--- config.mk ---
export PLATFORM = sky130hd
export DESIGN_NAME = line_ending_splitter_flat
export DESIGN_NICKNAME = d
export VERILOG_FILES = /design/src/sv/les_pkg.sv /design/src/sv/les_if.sv /design/src/sv/line_ending_splitter.sv /design/src/sv/les_core.sv /design/src/sv/les_rsp_fifo.sv /design/src/flat_wrapper.sv
export SDC_FILE = /design/constraint.sdc
export NUM_CORES = 1
export LEC_CHECK = 0
export BUFFER_PORTS_ARGS = -buffer_cell sky130_fd_sc_hd__buf_2
export CAP_MARGIN = 20
export CORE_MARGIN = 5
export CORE_UTILIZATION = 55
export CTS_CLUSTER_DIAMETER = 200
export DETAILED_ROUTE_END_ITERATION = 8
export HOLD_SLACK_MARGIN = 0.05
export PLACE_DENSITY = 0.73
export SLEW_MARGIN = 10
export SYNTH_ARGS = -nofsm -noshare
export SYNTH_HDL_FRONTEND = slang
export SYNTH_HIERARCHICAL = 1
export SYNTH_SLANG_ARGS = --single-unit
export TNS_END_PERCENT = 100
--- constraint.sdc ---
create_clock -name clock -period 15.49 [get_ports clock]
set_input_delay 2.3235 -clock clock [delete_from_list [all_inputs] [get_ports clock]]
set_output_delay 2.3235 -clock clock [all_outputs]
set_load 0.05 [all_outputs]
--- src/sv/les_pkg.sv ---
`default_nettype none
// ----------------------------------------------------------------------------
// les_pkg
// Shared widths, delimiter codes and result types of the line splitter.
// ----------------------------------------------------------------------------
package les_pkg;

   localparam int unsigned BYTE_W     = 8;
   localparam int unsigned LIMIT_W    = 16;
   localparam int unsigned LENGTH_W   = 16;
   localparam int unsigned CONSUMED_W = 17;

   // Hard ceiling on the content bytes of one line
   localparam int unsigned MAX_LINE = 65535;

   localparam logic [LIMIT_W-1:0] LIMIT_RESET =
      (MAX_LINE < 4096) ? LIMIT_W'(MAX_LINE) : LIMIT_W'(4096);

   localparam int unsigned RSP_DEPTH_DEF = 4;

   localparam logic [BYTE_W-1:0] CHAR_LF  = 8'h0A;
   localparam logic [BYTE_W-1:0] CHAR_CR  = 8'h0D;
   localparam logic [BYTE_W-1:0] CHAR_NUL = 8'h00;

   // Delimiter kind mask: bit 0 NUL, bit 1 LF, bit 2 CR
   typedef logic [2:0] kind_type;
   localparam kind_type KIND_NONE = 3'b000;
   localparam kind_type KIND_NUL  = 3'b001;
   localparam kind_type KIND_LF   = 3'b010;
   localparam kind_type KIND_CR   = 3'b100;

   typedef struct packed {
      logic [BYTE_W-1:0]     content_byte;
      logic                  is_content;
      logic                  line_end;
      logic                  overflow;
      logic [LENGTH_W-1:0]   line_length;
      logic [CONSUMED_W-1:0] bytes_consumed;
   } les_rsp_type;

   // Up to two results written into the result buffer in one cycle
   typedef struct packed {
      logic [1:0]  count;
      les_rsp_type first;
      les_rsp_type second;
   } les_push_type;

endpackage
`default_nettype wire

--- src/sv/les_if.sv ---
`default_nettype none
// ----------------------------------------------------------------------------
// les_req_if / les_rsp_if
// Valid/ready channels for stream bytes in and line results out.
// ----------------------------------------------------------------------------
interface les_req_if;
   import les_pkg::*;

   logic              valid;
   logic              ready;
   logic [BYTE_W-1:0] data_byte;
   logic              end_of_stream;

   modport source (output valid, output data_byte, output end_of_stream, input ready);
   modport sink   (input valid, input data_byte, input end_of_stream, output ready);
endinterface

interface les_rsp_if;
   import les_pkg::*;

   logic                  valid;
   logic                  ready;
   logic [BYTE_W-1:0]     content_byte;
   logic                  is_content;
   logic                  line_end;
   logic                  overflow;
   logic [LENGTH_W-1:0]   line_length;
   logic [CONSUMED_W-1:0] bytes_consumed;

   modport source (output valid, output content_byte, output is_content, output line_end,
                   output overflow, output line_length, output bytes_consumed,
                   input ready);
   modport sink   (input valid, input content_byte, input is_content, input line_end,
                   input overflow, input line_length, input bytes_consumed,
                   output ready);
endinterface
`default_nettype wire

--- src/sv/line_ending_splitter.sv ---
`default_nettype none
// ----------------------------------------------------------------------------
// line_ending_splitter
// Splits a byte stream into lines ended by any non-repeating mix of LF, CR
// and NUL (NUL last), with a content limit per line.
// ----------------------------------------------------------------------------
// Path: a request transaction is held in the input register, then decision logic
//   writes its results into the result buffer, whose head drives rsp_ch.
// Throughput: one byte per cycle; a byte that yields a line end plus a content
//   byte writes two buffer entries, and the request side stalls only when
//   fewer than two entries are free.
// Reset: clears line state and the buffer, and sets the limit to 4096.
// ----------------------------------------------------------------------------
module line_ending_splitter #(
   parameter int unsigned RSP_DEPTH = les_pkg::RSP_DEPTH_DEF
) (
   input  wire logic                         clock,
   input  wire logic                         reset,
   les_req_if.sink                           req_ch,
   les_rsp_if.source                         rsp_ch,
   input  wire logic                         csr_we,
   input  wire logic [les_pkg::LIMIT_W-1:0]  csr_wdata
);
   import les_pkg::*;

   // Limit register: hold the effective limit, already clipped to MAX_LINE
   logic [LIMIT_W-1:0] limit_ff, limit_in;

   // Input register: one transaction waiting for the decision stage
   logic              in_valid_ff, in_valid_in;
   logic [BYTE_W-1:0] in_byte_ff;
   logic              in_eos_ff;

   logic              room;
   logic              go;
   logic              take;
   les_push_type      push;

   assign limit_in = (32'(csr_wdata) > MAX_LINE) ? LIMIT_W'(MAX_LINE) : csr_wdata;

   always_ff @(posedge clock) begin
      if (reset) begin
         limit_ff <= LIMIT_RESET;
      end else if (csr_we) begin
         limit_ff <= limit_in;
      end
   end

   // Advance the held transaction whenever the buffer can take two results
   assign go           = in_valid_ff && room;
   assign req_ch.ready = !in_valid_ff || go;
   assign take         = req_ch.valid && req_ch.ready;

   always_comb begin
      if (take) begin
         in_valid_in = 1'b1;
      end else if (go) begin
         in_valid_in = 1'b0;
      end else begin
         in_valid_in = in_valid_ff;
      end
   end

   always_ff @(posedge clock) begin
      if (reset) begin
         in_valid_ff <= 1'b0;
      end else begin
         in_valid_ff <= in_valid_in;
      end
   end

   // Payload needs no reset; load only on a new transaction
   always_ff @(posedge clock) begin
      if (take) begin
         in_byte_ff <= req_ch.data_byte;
         in_eos_ff  <= req_ch.end_of_stream;
      end
   end

   // Decide the results of the held byte and update the line state
   les_core u_core (
      .clock         (clock),
      .reset         (reset),
      .go            (go),
      .data_byte     (in_byte_ff),
      .end_of_stream (in_eos_ff),
      .limit         (limit_ff),
      .push          (push)
   );

   // Buffer results so a second result never blocks the request side
   les_rsp_fifo #(
      .DEPTH (RSP_DEPTH)
   ) u_fifo (
      .clock  (clock),
      .reset  (reset),
      .push   (push),
      .room   (room),
      .rsp_ch (rsp_ch)
   );

   // A held transaction that is not advanced keeps its payload
   a_hold_input: assert property (@(posedge clock) disable iff (reset)
      (in_valid_ff && !go) |=> (in_valid_ff && $stable(in_byte_ff) && $stable(in_eos_ff)))
      else $error("held input transaction changed before it was processed");

   // End of stream never produces a content result
   a_eos_no_content: assert property (@(posedge clock) disable iff (reset)
      (go && in_eos_ff) |->
         (push.count != 2'd2 && (push.count == 2'd0 || !push.first.is_content)))
      else $error("end of stream produced a content result");

   // A finished line has consumed at least as many bytes as it has content
   a_consumed_ge_len: assert property (@(posedge clock) disable iff (reset)
      (rsp_ch.valid && rsp_ch.line_end) |->
         (rsp_ch.bytes_consumed >= CONSUMED_W'(rsp_ch.line_length) && !rsp_ch.is_content))
      else $error("line end with inconsistent counts");

endmodule
`default_nettype wire

--- src/sv/les_core.sv ---
`default_nettype none
// ----------------------------------------------------------------------------
// les_core
// Line state and the per-byte decision: overflow end, delimiter or end-of-stream end, content.
// ----------------------------------------------------------------------------
module les_core (
   input  wire logic                          clock,
   input  wire logic                          reset,
   input  wire logic                          go,
   input  wire logic [les_pkg::BYTE_W-1:0]    data_byte,
   input  wire logic                          end_of_stream,
   input  wire logic [les_pkg::LIMIT_W-1:0]   limit,
   output les_pkg::les_push_type              push
);
   import les_pkg::*;

   localparam logic [LENGTH_W-1:0]   LEN_SAT = '1;
   localparam logic [CONSUMED_W-1:0] CON_SAT = '1;

   kind_type              seen_ff, seen_in;
   logic [LENGTH_W-1:0]   cnt_ff, cnt_in;
   logic [CONSUMED_W-1:0] con_ff, con_in;

   kind_type              kind;
   logic                  ovf;
   logic                  brk;
   logic                  has_end;
   logic                  has_content;
   kind_type              base_seen;
   logic [LENGTH_W-1:0]   base_cnt;
   logic [CONSUMED_W-1:0] base_con;
   les_rsp_type           end_rsp;
   les_rsp_type           content_rsp;

   always_comb begin
      case (data_byte)
         CHAR_LF:  kind = KIND_LF;
         CHAR_CR:  kind = KIND_CR;
         CHAR_NUL: kind = KIND_NUL;
         default:  kind = KIND_NONE;
      endcase
   end

   assign ovf = (cnt_ff >= limit);
   // After an overflow end the line is empty, so no second end can follow
   assign brk = end_of_stream ? (con_ff != '0)
              : (seen_ff[0] || (kind == KIND_NONE && seen_ff != KIND_NONE)
                 || ((seen_ff & kind) != KIND_NONE));
   assign has_end     = ovf || brk;
   assign has_content = !end_of_stream && (kind == KIND_NONE);

   always_comb begin
      base_seen = has_end ? KIND_NONE : seen_ff;
      base_cnt  = has_end ? '0 : cnt_ff;
      base_con  = has_end ? '0 : con_ff;
      if (end_of_stream) begin
         seen_in = base_seen;
         cnt_in  = base_cnt;
         con_in  = base_con;
      end else begin
         seen_in = base_seen | kind;
         con_in  = (base_con == CON_SAT) ? base_con : base_con + 1'b1;
         cnt_in  = (has_content && base_cnt != LEN_SAT) ? base_cnt + 1'b1 : base_cnt;
      end
   end

   always_comb begin
      end_rsp                = '0;
      end_rsp.line_end       = 1'b1;
      end_rsp.overflow       = ovf;
      end_rsp.line_length    = cnt_ff;
      end_rsp.bytes_consumed = con_ff;

      content_rsp              = '0;
      content_rsp.content_byte = data_byte;
      content_rsp.is_content   = 1'b1;

      push.count  = go ? ({1'b0, has_end} + {1'b0, has_content}) : 2'd0;
      push.first  = has_end ? end_rsp : content_rsp;
      push.second = content_rsp;
   end

   always_ff @(posedge clock) begin
      if (reset) begin
         seen_ff <= KIND_NONE;
         cnt_ff  <= '0;
         con_ff  <= '0;
      end else if (go) begin
         seen_ff <= seen_in;
         cnt_ff  <= cnt_in;
         con_ff  <= con_in;
      end
   end

endmodule
`default_nettype wire

--- src/sv/les_rsp_fifo.sv ---
`default_nettype none
// ----------------------------------------------------------------------------
// les_rsp_fifo
// Small result buffer: takes up to two results a cycle, hands out one.
// ----------------------------------------------------------------------------
module les_rsp_fifo #(
   parameter int unsigned DEPTH = les_pkg::RSP_DEPTH_DEF
) (
   input  wire logic                  clock,
   input  wire logic                  reset,
   input  wire les_pkg::les_push_type push,
   output logic                       room,
   les_rsp_if.source                  rsp_ch
);
   import les_pkg::*;

   localparam int unsigned PTR_W = (DEPTH > 1) ? $clog2(DEPTH) : 1;
   localparam int unsigned CNT_W = $clog2(DEPTH + 1);
   localparam logic [PTR_W-1:0] LAST = PTR_W'(DEPTH - 1);

   les_rsp_type       mem_ff [DEPTH];
   logic [PTR_W-1:0]  wr_ptr_ff, wr_ptr_in;
   logic [PTR_W-1:0]  rd_ptr_ff, rd_ptr_in;
   logic [CNT_W-1:0]  count_ff, count_in;
   logic [PTR_W-1:0]  wr_next;
   logic              pop;
   les_rsp_type       head;

   function automatic logic [PTR_W-1:0] bump(input logic [PTR_W-1:0] p);
      return (p == LAST) ? '0 : p + 1'b1;
   endfunction

   assign wr_next = bump(wr_ptr_ff);
   assign pop     = rsp_ch.valid && rsp_ch.ready;
   assign room    = (count_ff <= CNT_W'(DEPTH - 2));

   always_comb begin
      rd_ptr_in = pop ? bump(rd_ptr_ff) : rd_ptr_ff;
      case (push.count)
         2'd1:    wr_ptr_in = wr_next;
         2'd2:    wr_ptr_in = bump(wr_next);
         default: wr_ptr_in = wr_ptr_ff;
      endcase
      count_in = count_ff + CNT_W'(push.count) - CNT_W'(pop);
   end

   always_ff @(posedge clock) begin
      if (push.count != 2'd0) begin
         mem_ff[wr_ptr_ff] <= push.first;
      end
      if (push.count == 2'd2) begin
         mem_ff[wr_next] <= push.second;
      end
   end

   always_ff @(posedge clock) begin
      if (reset) begin
         wr_ptr_ff <= '0;
         rd_ptr_ff <= '0;
         count_ff  <= '0;
      end else begin
         wr_ptr_ff <= wr_ptr_in;
         rd_ptr_ff <= rd_ptr_in;
         count_ff  <= count_in;
      end
   end

   assign head                  = mem_ff[rd_ptr_ff];
   assign rsp_ch.valid          = (count_ff != '0);
   assign rsp_ch.content_byte   = head.content_byte;
   assign rsp_ch.is_content     = head.is_content;
   assign rsp_ch.line_end       = head.line_end;
   assign rsp_ch.overflow       = head.overflow;
   assign rsp_ch.line_length    = head.line_length;
   assign rsp_ch.bytes_consumed = head.bytes_consumed;

endmodule
`default_nettype wire
--- src/flat_wrapper.sv ---
// flat-port wrapper written by rule: the top's interface ports become plain ports
module line_ending_splitter_flat import les_pkg::*;
#(
   parameter int unsigned RSP_DEPTH = les_pkg::RSP_DEPTH_DEF
)
  (clock, reset, csr_we, csr_wdata, req_ch_valid, req_ch_data_byte, req_ch_end_of_stream, req_ch_ready, rsp_ch_valid, rsp_ch_content_byte, rsp_ch_is_content, rsp_ch_line_end, rsp_ch_overflow, rsp_ch_line_length, rsp_ch_bytes_consumed, rsp_ch_ready);
  les_req_if req_ch_i ();
  les_rsp_if rsp_ch_i ();
  input  wire logic clock;
  input  wire logic reset;
  input  wire logic csr_we;
  input  wire logic [les_pkg::LIMIT_W-1:0] csr_wdata;
  input wire logic [$bits(req_ch_i.valid)-1:0] req_ch_valid;
  input wire logic [$bits(req_ch_i.data_byte)-1:0] req_ch_data_byte;
  input wire logic [$bits(req_ch_i.end_of_stream)-1:0] req_ch_end_of_stream;
  output wire logic [$bits(req_ch_i.ready)-1:0] req_ch_ready;
  output wire logic [$bits(rsp_ch_i.valid)-1:0] rsp_ch_valid;
  output wire logic [$bits(rsp_ch_i.content_byte)-1:0] rsp_ch_content_byte;
  output wire logic [$bits(rsp_ch_i.is_content)-1:0] rsp_ch_is_content;
  output wire logic [$bits(rsp_ch_i.line_end)-1:0] rsp_ch_line_end;
  output wire logic [$bits(rsp_ch_i.overflow)-1:0] rsp_ch_overflow;
  output wire logic [$bits(rsp_ch_i.line_length)-1:0] rsp_ch_line_length;
  output wire logic [$bits(rsp_ch_i.bytes_consumed)-1:0] rsp_ch_bytes_consumed;
  input wire logic [$bits(rsp_ch_i.ready)-1:0] rsp_ch_ready;
  assign req_ch_i.valid = req_ch_valid;
  assign req_ch_i.data_byte = req_ch_data_byte;
  assign req_ch_i.end_of_stream = req_ch_end_of_stream;
  assign req_ch_ready = req_ch_i.ready;
  assign rsp_ch_valid = rsp_ch_i.valid;
  assign rsp_ch_content_byte = rsp_ch_i.content_byte;
  assign rsp_ch_is_content = rsp_ch_i.is_content;
  assign rsp_ch_line_end = rsp_ch_i.line_end;
  assign rsp_ch_overflow = rsp_ch_i.overflow;
  assign rsp_ch_line_length = rsp_ch_i.line_length;
  assign rsp_ch_bytes_consumed = rsp_ch_i.bytes_consumed;
  assign rsp_ch_i.ready = rsp_ch_ready;
  line_ending_splitter #(.RSP_DEPTH(RSP_DEPTH)) u_core (.clock(clock), .reset(reset), .req_ch(req_ch_i), .rsp_ch(rsp_ch_i), .csr_we(csr_we), .csr_wdata(csr_wdata));
endmodule
==> summary.txt <==
Status
  – Outcome: completed

Place
  – HPWL Detailed: 16,600 um
  – Worst slack at placement: 9940 ps
  – Placed Area: 13,700 um2
  – Gpl congestion: 0.861
  – Port Buffers: 75

Clocking
  – H-tree depth: 1
  – CTS root buffer: clkbuf_16
  – Clk_lat worst skew: 520 ps
  – # resized after CTS: 0
  – CTS Sinks: 247
  – Post-CTS Hold Fix Bufs: 0
  – Worst-path clk slew: 60 ps
  – Cts bufs inserted: 26
  – Setup repair bufs after CTS: 0
  – CTS tree: built
  – CTS max path bufs: 3

STA
  – Max Freq: 179 MHz
  – Final TNS setup: 0 ps
  – Fin. Hold Viols: 0
  – Worst Tran Pin Value: 1010 ps
  – Final Slew Violations: 0
  – Relative slew slack: 32.8%
  – Endpoints failing setup: 0
  – Final Skew: 12.0 ps
  – Tcrit/Tclk final: 36.1%
  – Final WS setup: 9890 ps
  – RSZ-0062 raised after global routing: no
  – Crit path time final: 5600 ps

Worst setup path
  – Crit. End Element: register
  – Reg2Reg Depth: 17
  – Worst EP required: 15,640 ps
  – Crit-path max FO: 47
  – Largest delay contributor family on the critical path: buffers and inverters
  – CP Depth: 17
  – Setup crit start kind: register
  – Worst path bufs/invs: 6
  – CP cell instances: inv_1 > ha_1 > nand2b_1 > a2111o_1 > a221oi_1 > o21a_1 > inv_1 > nor2_2 > inv_2 > ha_1 > and2_1 > inv_1 > ha_1 > nand2_2 > buf_4 > o21ai_4 > buf_4
  – Setup Crit Path Kind: register to register
  – CP peak stage delay: 540 ps
  – CP max stage cell: buf_4
  – WP data arrival: 5750 ps
  – R2R setup slack: 9890 ps

Global route
  – Vias in the first global route: 8,155
  – Largest net degree at the start of global routing: 49
  – First-pass GRT wire length: 44,500 um
  – GRT Resource Usage Total: 20.5%
  – Grt ovf: 0
  – Initial antenna violation count: 0

Cells and area
  – Share of layout cells above drive strength 1: 30.5%
  – Commonest non-fill, non-tap cells in the layout: edfxtp_1 (185), mux2_2 (173), buf_2 (75)
  – Most common library cell in the layout ignoring fill and taps: edfxtp_1
  – N_diodes: 0
  – Final Cell Area: 14,500 um2
  – Nets: 1,101
  – Area growth from synthesis to layout: 9.04%

Power and ir drop
  – Power Dens Cells: 124 nW/um2
  – Leak: 5.60 nW
  – Maximum vdd drop: 0.0000958 V
  – Tot Pwr: 1.80 mW

Routing
  – Vias per std cell: 5.84
  – Routed Antenna Nets: 0
  – Final WL: 27,600 um
  – Total via count in the routed design: 8,074
  – DRC marker count from the first detailed-route iteration: 679
  – Detailed Routing Iterations Pass 1: 5
  – DR DRC count: 0
  – Routed wire length per instance: 19.9 um

Synthesis
  – Yosys warns: 6
  – Top cell type's share of synthesized area: 41.8%
  – Post-synth EDFFs: 185
  – Seq/Total Area, Yosys: 51.1%
  – Top cells by area, synth: edfxtp_1 (42%), mux2_2 (15%), dfxtp_1 (9.3%), mux4_1 (8.7%), buf_4 (3.2%)
  – Ys flop type: edfxtp_1
  – Post-synthesis cell area: 13,300 um2
  – Syn Area/Cell: 13.5 um2
  – Post-synthesis async set-or-reset flop share: 0%
  – Most area-hungry cell type in the Yosys netlist: edfxtp_1
  – #FFs+latches synth: 247
  – Post-Synthesis Cells: 985
  – Count of unique library cells instantiated by Yosys: 64

Floorplanning
  – Die area: 27,400 um2
  – Die X: 165 um
  – Rows: 57
  – Initial core utilization: 55.3%
  – Die height: 165 um
  – Core box area: 24,000 um2
  – IO Pins: 76

Min path
  – Hold Path Depth: 1
  – Min-delay worst type: register to register

Run
  – Max-Cap Viols: 0
cells by family after synthesis:
group	after synthesis	synth area share, %
adder cells (fa/ha/maj)	32	3.07
other	2	0.0565
multiplexers	240	25.1
XOR/XNOR	2	0.132
AND/OR/NAND/NOR	231	9.71
flip-flops	247	51.1
AO/OA/AOI/OAI	90	4.35
buffers and inverters	141	6.46
worst paths after layout:
path,to,from
min reg2reg,u_core/u_core/seen_ff[0],u_core/u_core/seen_ff[0]
min,u_core/u_core/seen_ff[0],u_core/u_core/seen_ff[0]
max,u_core/u_fifo/mem_ff[1][19],u_core/u_core/cnt_ff[0]
max reg2reg,u_core/u_fifo/mem_ff[1][19],u_core/u_core/cnt_ff[0]
power breakdown:
| part | switching (mW) | total (mW) | internal [mW] |
|---|---|---|---|
| sequential | 0.0176 | 0.769 | 0.752 |
| clock | 0.248 | 0.604 | 0.356 |
| combinational | 0.291 | 0.426 | 0.135 |
per-stage QoR:
step                util, %  hold slack (ps)  instances
finish                 60.3              486       1382
global route           60.3              499       1382
CTS                    60.3              486       1382
detailed placement     56.9              476       1335
global placement       56.9              471       1335
floorplan                 -              443       1019
per-layer routing:
layer	track usage (%)	vias to the layer above	wire, um
li1	-	3812	-
met2	33.9	250	13100
met1	29.6	3975	12600
met3	2.76	37	1490
met4	3.90	0	412
met5	0	-	0
final cells by class:
class / count / area [um2]
clock buffers: 38 / 761
clock inverters: 9 / 67.6
fillers: 1881 / 9540
inverters: 45 / 169
multi-input cells: 631 / 5820
flip-flops and latches: 247 / 6800
well taps: 324 / 405
repair buffers: 88 / 473
sequential cells by signal (all words and copies together), names as in the netlist, 2 cells and up, named ones only:
signal and cells:
u_core/u_fifo/mem_ff 176, u_core/limit_ff 16, u_core/u_core/con_ff 17, u_core/u_fifo/wr_ptr_ff 2
u_core/in_byte_ff 8, u_core/u_fifo/count_ff 3, u_core/u_fifo/rd_ptr_ff 2, u_core/u_core/cnt_ff 16
u_core/u_core/seen_ff 3
synthesized netlist by cell type, types with 20 or more instances:
cell	count
nor2_1	43
inv_1	44
edfxtp_1	185
and2_1	32
dfxtp_1	62
buf_4	57
ha_1	31
nand2_1	30
a21oi_1	29
mux2i_1	20
mux2_2	173
mux4_1	44
nand3_1	30
(Power assumes the default switching activity.)
